[config.mk]
export PLATFORM = sky130hd
export DESIGN_NAME = page_bitmap_allocator
export DESIGN_NICKNAME = d
export VERILOG_FILES = /design/src/rtl/pba_pkg.sv /design/src/rtl/page_bitmap_allocator.sv /design/src/rtl/pba_ram.sv
export SDC_FILE = /design/constraint.sdc
export NUM_CORES = 2
export LEC_CHECK = 0
export BUFFER_PORTS_ARGS = -buffer_cell sky130_fd_sc_hd__buf_2
export CORE_MARGIN = 3
export CORE_UTILIZATION = 38
export DETAILED_ROUTE_END_ITERATION = 7
export PLACE_DENSITY_LB_ADDON = 0.25
export REMOVE_ABC_BUFFERS = 1
export SETUP_SLACK_MARGIN = 0.3
export SKIP_LAST_GASP = 1
export SLEW_MARGIN = 40
export SYNTH_ARGS = -nofsm -noshare
export SYNTH_HDL_FRONTEND = slang
export SYNTH_HIERARCHICAL = 1
export SYNTH_SLANG_ARGS = --single-unit
[constraint.sdc]
create_clock -name clk_i -period 16.52 [get_ports clk_i]
set_clock_uncertainty 0.2 [all_clocks]
set_input_delay 4.956 -clock clk_i [delete_from_list [all_inputs] [get_ports clk_i]]
set_output_delay 4.956 -clock clk_i [all_outputs]
set_load 0.02 [all_outputs]
[src/rtl/pba_pkg.sv]
// ----------------------------------------------------------------------------
// pba_pkg
// Types and constants shared by the page bitmap allocator.
// ----------------------------------------------------------------------------
package pba_pkg;

  typedef struct packed {
    logic        kind;
    logic [31:0] size_bytes;
    logic [31:0] base_address;
  } pba_req_t;

  typedef struct packed {
    logic [31:0] granted_address;
    logic [1:0]  status;
  } pba_rsp_t;

  typedef enum logic [3:0] {
    ST_CLEAR,
    ST_IDLE,
    ST_DIV_MUL,
    ST_DIV_FIX,
    ST_SCAN_RD,
    ST_SCAN_CHK,
    ST_UPD_RD,
    ST_UPD_WR,
    ST_DONE
  } pba_state_e;

  localparam logic KIND_ALLOC = 1'b0;
  localparam logic KIND_FREE  = 1'b1;

  localparam logic [1:0] STATUS_DONE     = 2'd0;
  localparam logic [1:0] STATUS_NO_RUN   = 2'd1;
  localparam logic [1:0] STATUS_REJECTED = 2'd2;

  localparam logic REG_POOL_FIRST = 1'b0;
  localparam logic REG_POOL_COUNT = 1'b1;

  localparam int CFG_BITS   = 13;
  localparam int SCAN_LANES = 8;

endpackage

[src/rtl/page_bitmap_allocator.sv]
// ----------------------------------------------------------------------------
// page_bitmap_allocator
// First-fit page allocator over a used-page bitmap held in one RAM.
//
// Request channel (req_valid_i/req_ready_o/req_i): allocate or free a byte
// range. Response channel (rsp_valid_o/rsp_ready_i/rsp_o): one transaction
// per request, in order, with granted address and status.
// Pool bounds are set over the APB port (pool_first_page at 0x0,
// pool_page_count at 0x4); write them only while the block is idle.
// After reset the bitmap RAM is cleared one word per cycle, all MAP_WORDS
// words, with req_ready_o low; APB writes are taken throughout.
// One request at a time. An allocate scans up to 8 pages a cycle within a
// map word, reading each map word before it is scanned. The pages of a run
// that is found, or of a free, are then set or cleared by a read-modify-
// write of each covered word in the bitmap RAM.
// A response waiting on rsp_ready_i holds in the output register; the
// next request is accepted meanwhile and its result waits behind it.
// ----------------------------------------------------------------------------
module page_bitmap_allocator #(
  parameter int MAP_PAGES  = 4096,
  parameter int PAGE_SHIFT = 12,
  parameter int WORD_BITS  = 32
) (
  input  logic                 clk_i,
  input  logic                 rst_ni,
  input  logic                 req_valid_i,
  output logic                 req_ready_o,
  input  pba_pkg::pba_req_t    req_i,
  output logic                 rsp_valid_o,
  input  logic                 rsp_ready_i,
  output pba_pkg::pba_rsp_t    rsp_o,
  input  logic                 psel,
  input  logic                 penable,
  input  logic                 pwrite,
  input  logic [2:0]           paddr,
  input  logic [31:0]          pwdata,
  output logic [31:0]          prdata,
  output logic                 pready
);

  import pba_pkg::*;

  localparam int MAP_WORDS = (MAP_PAGES + WORD_BITS - 1) / WORD_BITS;
  localparam int AW        = (MAP_WORDS > 1) ? $clog2(MAP_WORDS) : 1;
  localparam int BW        = $clog2(WORD_BITS);
  localparam int PW0       = $clog2(MAP_PAGES + 1);
  localparam int PW        = (PW0 > BW + 1) ? PW0 : BW + 1;
  localparam int NW        = 33 - PAGE_SHIFT;
  localparam int SW        = 32 - PAGE_SHIFT;
  localparam int DS        = PW + BW;
  localparam int RW        = PW + 1;
  localparam int PRW       = PW + RW;
  localparam int RECIP     = (2 ** DS) / WORD_BITS;

  localparam logic [RW-1:0]   RECIP_C  = RW'(RECIP);
  localparam logic [PW:0]     MAP_C    = (PW + 1)'(MAP_PAGES);
  localparam logic [PW:0]     WORD_C   = (PW + 1)'(WORD_BITS);
  localparam logic [BW:0]     WORD_B   = (BW + 1)'(WORD_BITS);
  localparam logic [AW-1:0]   LAST_W   = AW'(MAP_WORDS - 1);
  localparam logic [32:0]     PMASK    = 33'((2 ** PAGE_SHIFT) - 1);

  pba_state_e state_q, state_d;

  logic [CFG_BITS-1:0] first_q, first_d;
  logic [CFG_BITS-1:0] count_q, count_d;

  logic          op_q, op_d;
  logic          upd_q, upd_d;
  logic [NW-1:0] need_q, need_d;
  logic [PW-1:0] p_q, p_d;
  logic [PW-1:0] lim_q, lim_d;
  logic [PW-1:0] start_q, start_d;
  logic [NW-1:0] run_q, run_d;
  logic [AW-1:0] widx_q, widx_d;
  logic [BW-1:0] boff_q, boff_d;
  logic [PW-1:0] wbase_q, wbase_d;
  logic [PRW-1:0] prod_q, prod_d;
  pba_rsp_t      res_q, res_d;
  pba_rsp_t      rsp_q, rsp_d;
  logic          rsp_valid_q, rsp_valid_d;

  logic                 mem_we, mem_re;
  logic [WORD_BITS-1:0] mem_wdata, mem_rdata;

  pba_ram #(
    .WIDTH (WORD_BITS),
    .DEPTH (MAP_WORDS)
  ) u_map (
    .clk_i   (clk_i),
    .we_i    (mem_we),
    .waddr_i (widx_q),
    .wdata_i (mem_wdata),
    .re_i    (mem_re),
    .raddr_i (widx_q),
    .rdata_o (mem_rdata)
  );

  // APB
  assign pready = 1'b1;
  assign prdata = (paddr[2] == REG_POOL_COUNT) ? 32'(count_q) : 32'(first_q);

  always_comb begin
    first_d = first_q;
    count_d = count_q;
    if (psel && penable && pwrite) begin
      if (paddr[2] == REG_POOL_FIRST) begin
        first_d = pwdata[CFG_BITS-1:0];
      end else begin
        count_d = pwdata[CFG_BITS-1:0];
      end
    end
  end

  assign req_ready_o = (state_q == ST_IDLE);
  assign rsp_valid_o = rsp_valid_q;
  assign rsp_o       = rsp_q;

  always_comb begin
    logic [32:0]          need_sum;
    logic [NW-1:0]        need_in;
    logic [PW+1:0]        pool_end;
    logic [PW+1:0]        pool_lim;
    logic [SW-1:0]        fpage;
    logic [33:0]          fend;
    logic [PW-1:0]        qe;
    logic [PW-1:0]        qw;
    logic [PW-1:0]        rem;
    logic [PW-1:0]        rem_l;
    logic [BW:0]          rem_w;
    logic [PW-1:0]        adv;
    logic [WORD_BITS-1:0] word_sh;
    logic [NW-1:0]        run;
    logic [PW-1:0]        st;
    logic                 hit;
    logic [PW-1:0]        p_n;
    logic [BW:0]          boff_n;
    logic [WORD_BITS-1:0] mask;
    logic [PW:0]          pg;
    logic                 last_word;

    state_d     = state_q;
    op_d        = op_q;
    upd_d       = upd_q;
    need_d      = need_q;
    p_d         = p_q;
    lim_d       = lim_q;
    start_d     = start_q;
    run_d       = run_q;
    widx_d      = widx_q;
    boff_d      = boff_q;
    wbase_d     = wbase_q;
    prod_d      = prod_q;
    res_d       = res_q;
    rsp_d       = rsp_q;
    rsp_valid_d = rsp_valid_q && !rsp_ready_i;
    mem_we      = 1'b0;
    mem_re      = 1'b0;
    mem_wdata   = '0;

    need_sum = {1'b0, req_i.size_bytes} + PMASK;
    need_in  = need_sum[32:PAGE_SHIFT];
    pool_end = (PW + 2)'(first_q) + (PW + 2)'(count_q);
    pool_lim = (pool_end > (PW + 2)'(MAP_PAGES)) ? (PW + 2)'(MAP_PAGES) : pool_end;
    fpage    = req_i.base_address[31:PAGE_SHIFT];
    fend     = 34'(fpage) + 34'(need_in);

    qe  = PW'(prod_q >> DS);
    qw  = PW'(qe * WORD_BITS);
    rem = p_q - qw;

    rem_w   = WORD_B - {1'b0, boff_q};
    rem_l   = lim_q - p_q;
    adv     = PW'(SCAN_LANES);
    if (PW'(rem_w) < adv) begin
      adv = PW'(rem_w);
    end
    if (rem_l < adv) begin
      adv = rem_l;
    end
    word_sh = mem_rdata >> boff_q;
    run     = run_q;
    st      = start_q;
    hit     = 1'b0;
    for (int k = 0; k < SCAN_LANES; k++) begin
      if ((PW'(k) < adv) && !hit) begin
        if (!word_sh[k]) begin
          if (run == '0) begin
            st = p_q + PW'(k);
          end
          run = run + NW'(1);
          if (run == need_q) begin
            hit = 1'b1;
          end
        end else begin
          run = '0;
        end
      end
    end
    p_n    = p_q + adv;
    boff_n = {1'b0, boff_q} + (BW + 1)'(adv);

    for (int j = 0; j < WORD_BITS; j++) begin
      pg      = {1'b0, wbase_q} + (PW + 1)'(j);
      mask[j] = (pg >= {1'b0, p_q}) && (pg < {1'b0, lim_q});
    end
    last_word = ({1'b0, wbase_q} + WORD_C) >= {1'b0, lim_q};

    case (state_q)
      ST_CLEAR: begin
        mem_we = 1'b1;
        if (widx_q == LAST_W) begin
          widx_d  = '0;
          state_d = ST_IDLE;
        end else begin
          widx_d = widx_q + AW'(1);
        end
      end
      ST_IDLE: begin
        if (req_valid_i) begin
          op_d   = req_i.kind;
          need_d = need_in;
          res_d  = '{granted_address: '0, status: STATUS_DONE};
          if (req_i.size_bytes == '0) begin
            res_d.status = STATUS_REJECTED;
            state_d      = ST_DONE;
          end else if (req_i.kind == KIND_ALLOC) begin
            upd_d   = 1'b0;
            run_d   = '0;
            p_d     = PW'(first_q);
            lim_d   = PW'(pool_lim);
            if ((PW + 2)'(first_q) >= pool_lim) begin
              res_d.status = STATUS_NO_RUN;
              state_d      = ST_DONE;
            end else begin
              state_d = ST_DIV_MUL;
            end
          end else begin
            upd_d = 1'b1;
            p_d   = PW'(fpage);
            lim_d = (fend > 34'(MAP_PAGES)) ? PW'(MAP_PAGES) : PW'(fend);
            if (req_i.base_address[PAGE_SHIFT-1:0] != '0) begin
              res_d.status = STATUS_REJECTED;
              state_d      = ST_DONE;
            end else if (33'(fpage) >= 33'(MAP_C)) begin
              state_d = ST_DONE;
            end else begin
              state_d = ST_DIV_MUL;
            end
          end
        end
      end
      ST_DIV_MUL: begin
        prod_d  = PRW'(p_q) * PRW'(RECIP_C);
        state_d = ST_DIV_FIX;
      end
      ST_DIV_FIX: begin
        if (rem >= PW'(WORD_BITS)) begin
          widx_d  = AW'(qe + PW'(1));
          boff_d  = BW'(rem - PW'(WORD_BITS));
          wbase_d = p_q - (rem - PW'(WORD_BITS));
        end else begin
          widx_d  = AW'(qe);
          boff_d  = BW'(rem);
          wbase_d = p_q - rem;
        end
        state_d = upd_q ? ST_UPD_RD : ST_SCAN_RD;
      end
      ST_SCAN_RD: begin
        mem_re  = 1'b1;
        state_d = ST_SCAN_CHK;
      end
      ST_SCAN_CHK: begin
        run_d   = run;
        start_d = st;
        if (hit) begin
          upd_d   = 1'b1;
          p_d     = st;
          lim_d   = st + PW'(need_q);
          state_d = ST_DIV_MUL;
        end else if (p_n >= lim_q) begin
          res_d.status = STATUS_NO_RUN;
          state_d      = ST_DONE;
        end else begin
          p_d = p_n;
          if (boff_n == WORD_B) begin
            boff_d  = '0;
            widx_d  = widx_q + AW'(1);
            state_d = ST_SCAN_RD;
          end else begin
            boff_d = BW'(boff_n);
          end
        end
      end
      ST_UPD_RD: begin
        mem_re  = 1'b1;
        state_d = ST_UPD_WR;
      end
      ST_UPD_WR: begin
        mem_we    = 1'b1;
        mem_wdata = (op_q == KIND_ALLOC) ? (mem_rdata | mask) : (mem_rdata & ~mask);
        if (last_word) begin
          if (op_q == KIND_ALLOC) begin
            res_d.granted_address = 32'(start_q) << PAGE_SHIFT;
          end
          state_d = ST_DONE;
        end else begin
          widx_d  = widx_q + AW'(1);
          wbase_d = wbase_q + PW'(WORD_BITS);
          state_d = ST_UPD_RD;
        end
      end
      ST_DONE: begin
        if (!rsp_valid_q || rsp_ready_i) begin
          rsp_d       = res_q;
          rsp_valid_d = 1'b1;
          state_d     = ST_IDLE;
        end
      end
      default: begin
        state_d = ST_IDLE;
      end
    endcase
  end

  always_ff @(posedge clk_i or negedge rst_ni) begin
    if (!rst_ni) begin
      state_q     <= ST_CLEAR;
      first_q     <= '0;
      count_q     <= '0;
      widx_q      <= '0;
      rsp_valid_q <= 1'b0;
      op_q        <= KIND_ALLOC;
      upd_q       <= 1'b0;
    end else begin
      state_q     <= state_d;
      first_q     <= first_d;
      count_q     <= count_d;
      widx_q      <= widx_d;
      rsp_valid_q <= rsp_valid_d;
      op_q        <= op_d;
      upd_q       <= upd_d;
    end
  end

  always_ff @(posedge clk_i) begin
    need_q  <= need_d;
    p_q     <= p_d;
    lim_q   <= lim_d;
    start_q <= start_d;
    run_q   <= run_d;
    boff_q  <= boff_d;
    wbase_q <= wbase_d;
    prod_q  <= prod_d;
    res_q   <= res_d;
    rsp_q   <= rsp_d;
  end

endmodule

[src/rtl/pba_ram.sv]
// ----------------------------------------------------------------------------
// pba_ram
// Generic single-write, single-read RAM with a registered read port.
// ----------------------------------------------------------------------------
module pba_ram #(
  parameter int WIDTH = 32,
  parameter int DEPTH = 128
) (
  input  logic                                       clk_i,
  input  logic                                       we_i,
  input  logic [((DEPTH > 1) ? $clog2(DEPTH) : 1)-1:0] waddr_i,
  input  logic [WIDTH-1:0]                           wdata_i,
  input  logic                                       re_i,
  input  logic [((DEPTH > 1) ? $clog2(DEPTH) : 1)-1:0] raddr_i,
  output logic [WIDTH-1:0]                           rdata_o
);

  logic [WIDTH-1:0] mem_q [DEPTH];
  logic [WIDTH-1:0] rdata_q;

  always_ff @(posedge clk_i) begin
    if (we_i) begin
      mem_q[waddr_i] <= wdata_i;
    end
    if (re_i) begin
      rdata_q <= mem_q[raddr_i];
    end
  end

  assign rdata_o = rdata_q;

endmodule
==> qor.csv <==
stage,metric,value,unit
timing,slew_headroom,0.386,
timing,worst_pin_slew,921,ps
timing,fin_tns_setup,0,ps
routing,vias,120000,
cts,clock_latency,1040,ps
die,coreArea,525000,um2
cts,cts_tree,built,
layout,final_common_cell,edfxtp_1,
power,total_leakage_power,0.0854,uW
layout,nNetsFinal,13800,
die,die_h,732,um
routing,drc,0,
worst_setup_path,slowest_stage,or4_4,
hold_path,hold_class,reg -> reg,
cts,cts.reportedPaths.clkPinSlew,60,ps
die,die-area,536000,um2
grt,grt_max_degree,136,
die,die_width,732,um
timing,hold_viol,0,
die,num_io_pins,176,
worst_setup_path,cp_max_fo,7,
cts,numCtsBuffers,419,
grt,grt_overflow,0,
worst_setup_path,criticalPathCategory,reg -> reg,
layout,synthToLayoutAreaGrowth,16.9,%
logic_synthesis,synth_edf_count,4260,
grt,grt_pass1_vias,120000,
layout,drive_gt1_frac,0.307,
grt,grt_usage,0.227,
routing,viasPerCell,5.90,
cts,root_buffer,clkbuf_16,
cts,cts_htree_levels,5,
power,p_per_area,128,nW/um2
die,fp-row-count,266,
logic_synthesis,ys_ff_latch,4300,
logic_synthesis,syn_area,200000,um2
placed_design,portBuffers,115,
timing,final.min_clock_period,16010,ps
layout,nFillCells,45100,
timing,max_freq,0.0625,GHz
placed_design,hpwl,391,mm
logic_synthesis,seq_area_frac_synth,0.644,
grt,grt_pass1_wl,885,mm
die,initial_utilization,0.382,
routing,antenna_left,0,
logic_synthesis,synth_cell_types,138,
layout,multi_input_area,70400,um2
timing,rsz0062_at_grt,true,
cts,cts_sinks,4300,
logic_synthesis,syn_area_per_cell,17.0,um2
worst_setup_path,cp-end-kind,flip-flop,
layout,layout_common_cells,"edfxtp_1 (4,260), mux4_2 (1,359), buf_4 (1,295)",
timing,setup_viol,0,
placed_design,placed_cell_area,218000,um2
worst_setup_path,crit_arrival,16440,ps
routing,dr.first_iter.drc_count,13200,
layout,stdcell_area,234000,um2
grt,antenna_found_initial,40,
routing,drt_first_pass_iters,6,
logic_synthesis,synth_flop_cell,edfxtp_1,
layout,seq_area,129000,um2
power,ir_worst_vdd,0.116,mV
run_status,status,completed,
worst_setup_path,worstPathRequired,16950,ps
timing,period_share,0.969,
power,total_power,29900,uW
logic_synthesis,synthCells,11800,
run,cap_violations,0,
logic_synthesis,yosysWarnings,6,
routing,wl,623,mm
timing,slew_violations,0,
routing,wire_per_inst,30.6,um
placed_design,place.gp.congestion,0.928,
worst_setup_path,cp_slowest_stage_delay,630,ps
logic_synthesis,async_flop_share,0.00930,
worst_setup_path,startpoint_type,flip-flop,
worst_setup_path,cp_common_cell,buf_4,
cts,clk_path_buf_depth,4,
-- metrics by stage --
step	utilization	hold WS [ps]	setup slack [ps]	std cells
floorplan	-	200	-44310	11000
detailed placement	0.416	208	-1140	19500
CTS	0.443	222	303	20300
finish	0.446	218	509	20300
global placement	0.415	208	-1190	19400
global route	0.446	223	24.1	20300
-- per-layer routing --
layer  part of all wire  wire [um]  track usage
met3              0.077      48100       0.0332
met1               0.41     255000        0.316
met2               0.48     297000        0.372
met4              0.035      22100       0.0689
met5            0.00014         87            0
-- cell type report --
| type | instances | area share |
|---|---|---|
| Multi-Input combinational cell | 6585 | 0.300 |
| Sequential cell | 4300 | 0.551 |
| Inverter | 154 | 0.00248 |
| Tap cell | 6968 | 0.0372 |
| Clock buffer | 493 | 0.0461 |
| Timing Repair Buffer | 1530 | 0.0518 |
| Antenna cell | 24 | 0.000256 |
| Clock inverter | 275 | 0.0111 |
-- cell usage after synthesis, types with 23 or more instances --
master	n	area, um2
inv_1	144	541
clkbuf_1	565	2120
o31ai_1	45	338
and4_1	23	201
nand2b_1	174	1090
nor2b_1	185	1160
xnor2_1	259	2270
o21ai_0	336	1680
a21oi_1	448	2240
nand2_1	350	1310
and2_1	66	413
or4_1	31	233
nor3_1	156	781
buf_4	53	398
nand4_1	113	707
a21o_1	145	1090
o21bai_1	45	338
edfxtp_1	4260	128000
buf_1	71	267
nor4_1	100	626
and3_1	70	438
ha_1	650	8130
nor2_1	506	1900
buf_2	131	656
nor3b_1	26	195
o21a_1	59	443
a211oi_1	90	676
a31oi_1	70	438
o211ai_1	51	383
or2_2	32	200
xor2_1	53	464
mux2_2	88	991
or3_1	57	357
o21ai_1	25	125
dfrtp_1	40	1000
mux4_2	1359	30600
o22ai_1	53	332
mux2i_1	91	911
nand3_1	209	1050
-- worst max-delay path: cells and delay by family (launching register included) --
family | cells | cell delay (ps)
simple gates | 23 | 6210
compound gates | 28 | 5510
buf+inv | 15 | 2010
fa+ha+maj | 4 | 770
flops | 1 | 460
mux | 1 | 320
xor+xnor | 1 | 190
-- cells by family after synthesis --
group           share of synthesized area
mux                                 0.163
simple gates                       0.0592
other cells                     0.0000375
buf+inv                            0.0210
fa+ha+maj                          0.0413
compound gates                     0.0581
flops                               0.644
xor+xnor                           0.0143
-- worst paths after layout --
check                           startpoint         end  slack (ps)  cells past startpoint
worst min register to register   res_q[20]   rsp_o[20]         220                      0
worst min-delay path             res_q[20]   rsp_o[20]         220                      0
max in group asynchronous           rst_ni   widx_q[0]       11820                      1
worst max register to register      p_q[1]   lim_q[11]         510                     72
worst max-delay path                p_q[1]   lim_q[11]         510                     72
min in group asynchronous           rst_ni  first_q[0]        3830                      1
-- report_power, final --
part           total, uW  internal [uW]  switching (uW)  leakage [uW]
sequential         12400          12200             180        0.0463
combinational       8150           3190            4960        0.0326
clock               9330           5150            4180       0.00649
total              29900          20600            9320        0.0854
-- repair_timing --
| item | in CTS | in global routing |
|---|---|---|
| buffers inserted | 26 | 40 |
| gates cloned | 0 | 1 |
| hold buffers | 0 | 0 |
| pin swaps | 48 | 81 |
| resized for setup | 113 | 168 |
| endpoints found under the setup margin | 45 | 9 |
| endpoints found under the hold margin | 0 | 0 |
-- flip-flops by register name, summed over array words and instances, names as in the netlist --
signal and flops:
boff_q 5, count_q 13, first_q 13, lim_q 13
need_q 21, op_q 1, p_q 13, prod_q 8
res_q 15, rsp_o 15, rsp_valid_o 1, run_q 21
start_q 13, state_q 4, u_map/mem_q 4096, u_map/rdata_o 32
upd_q 1, wbase_q 8, widx_q 7
(Power assumes the default switching activity.)
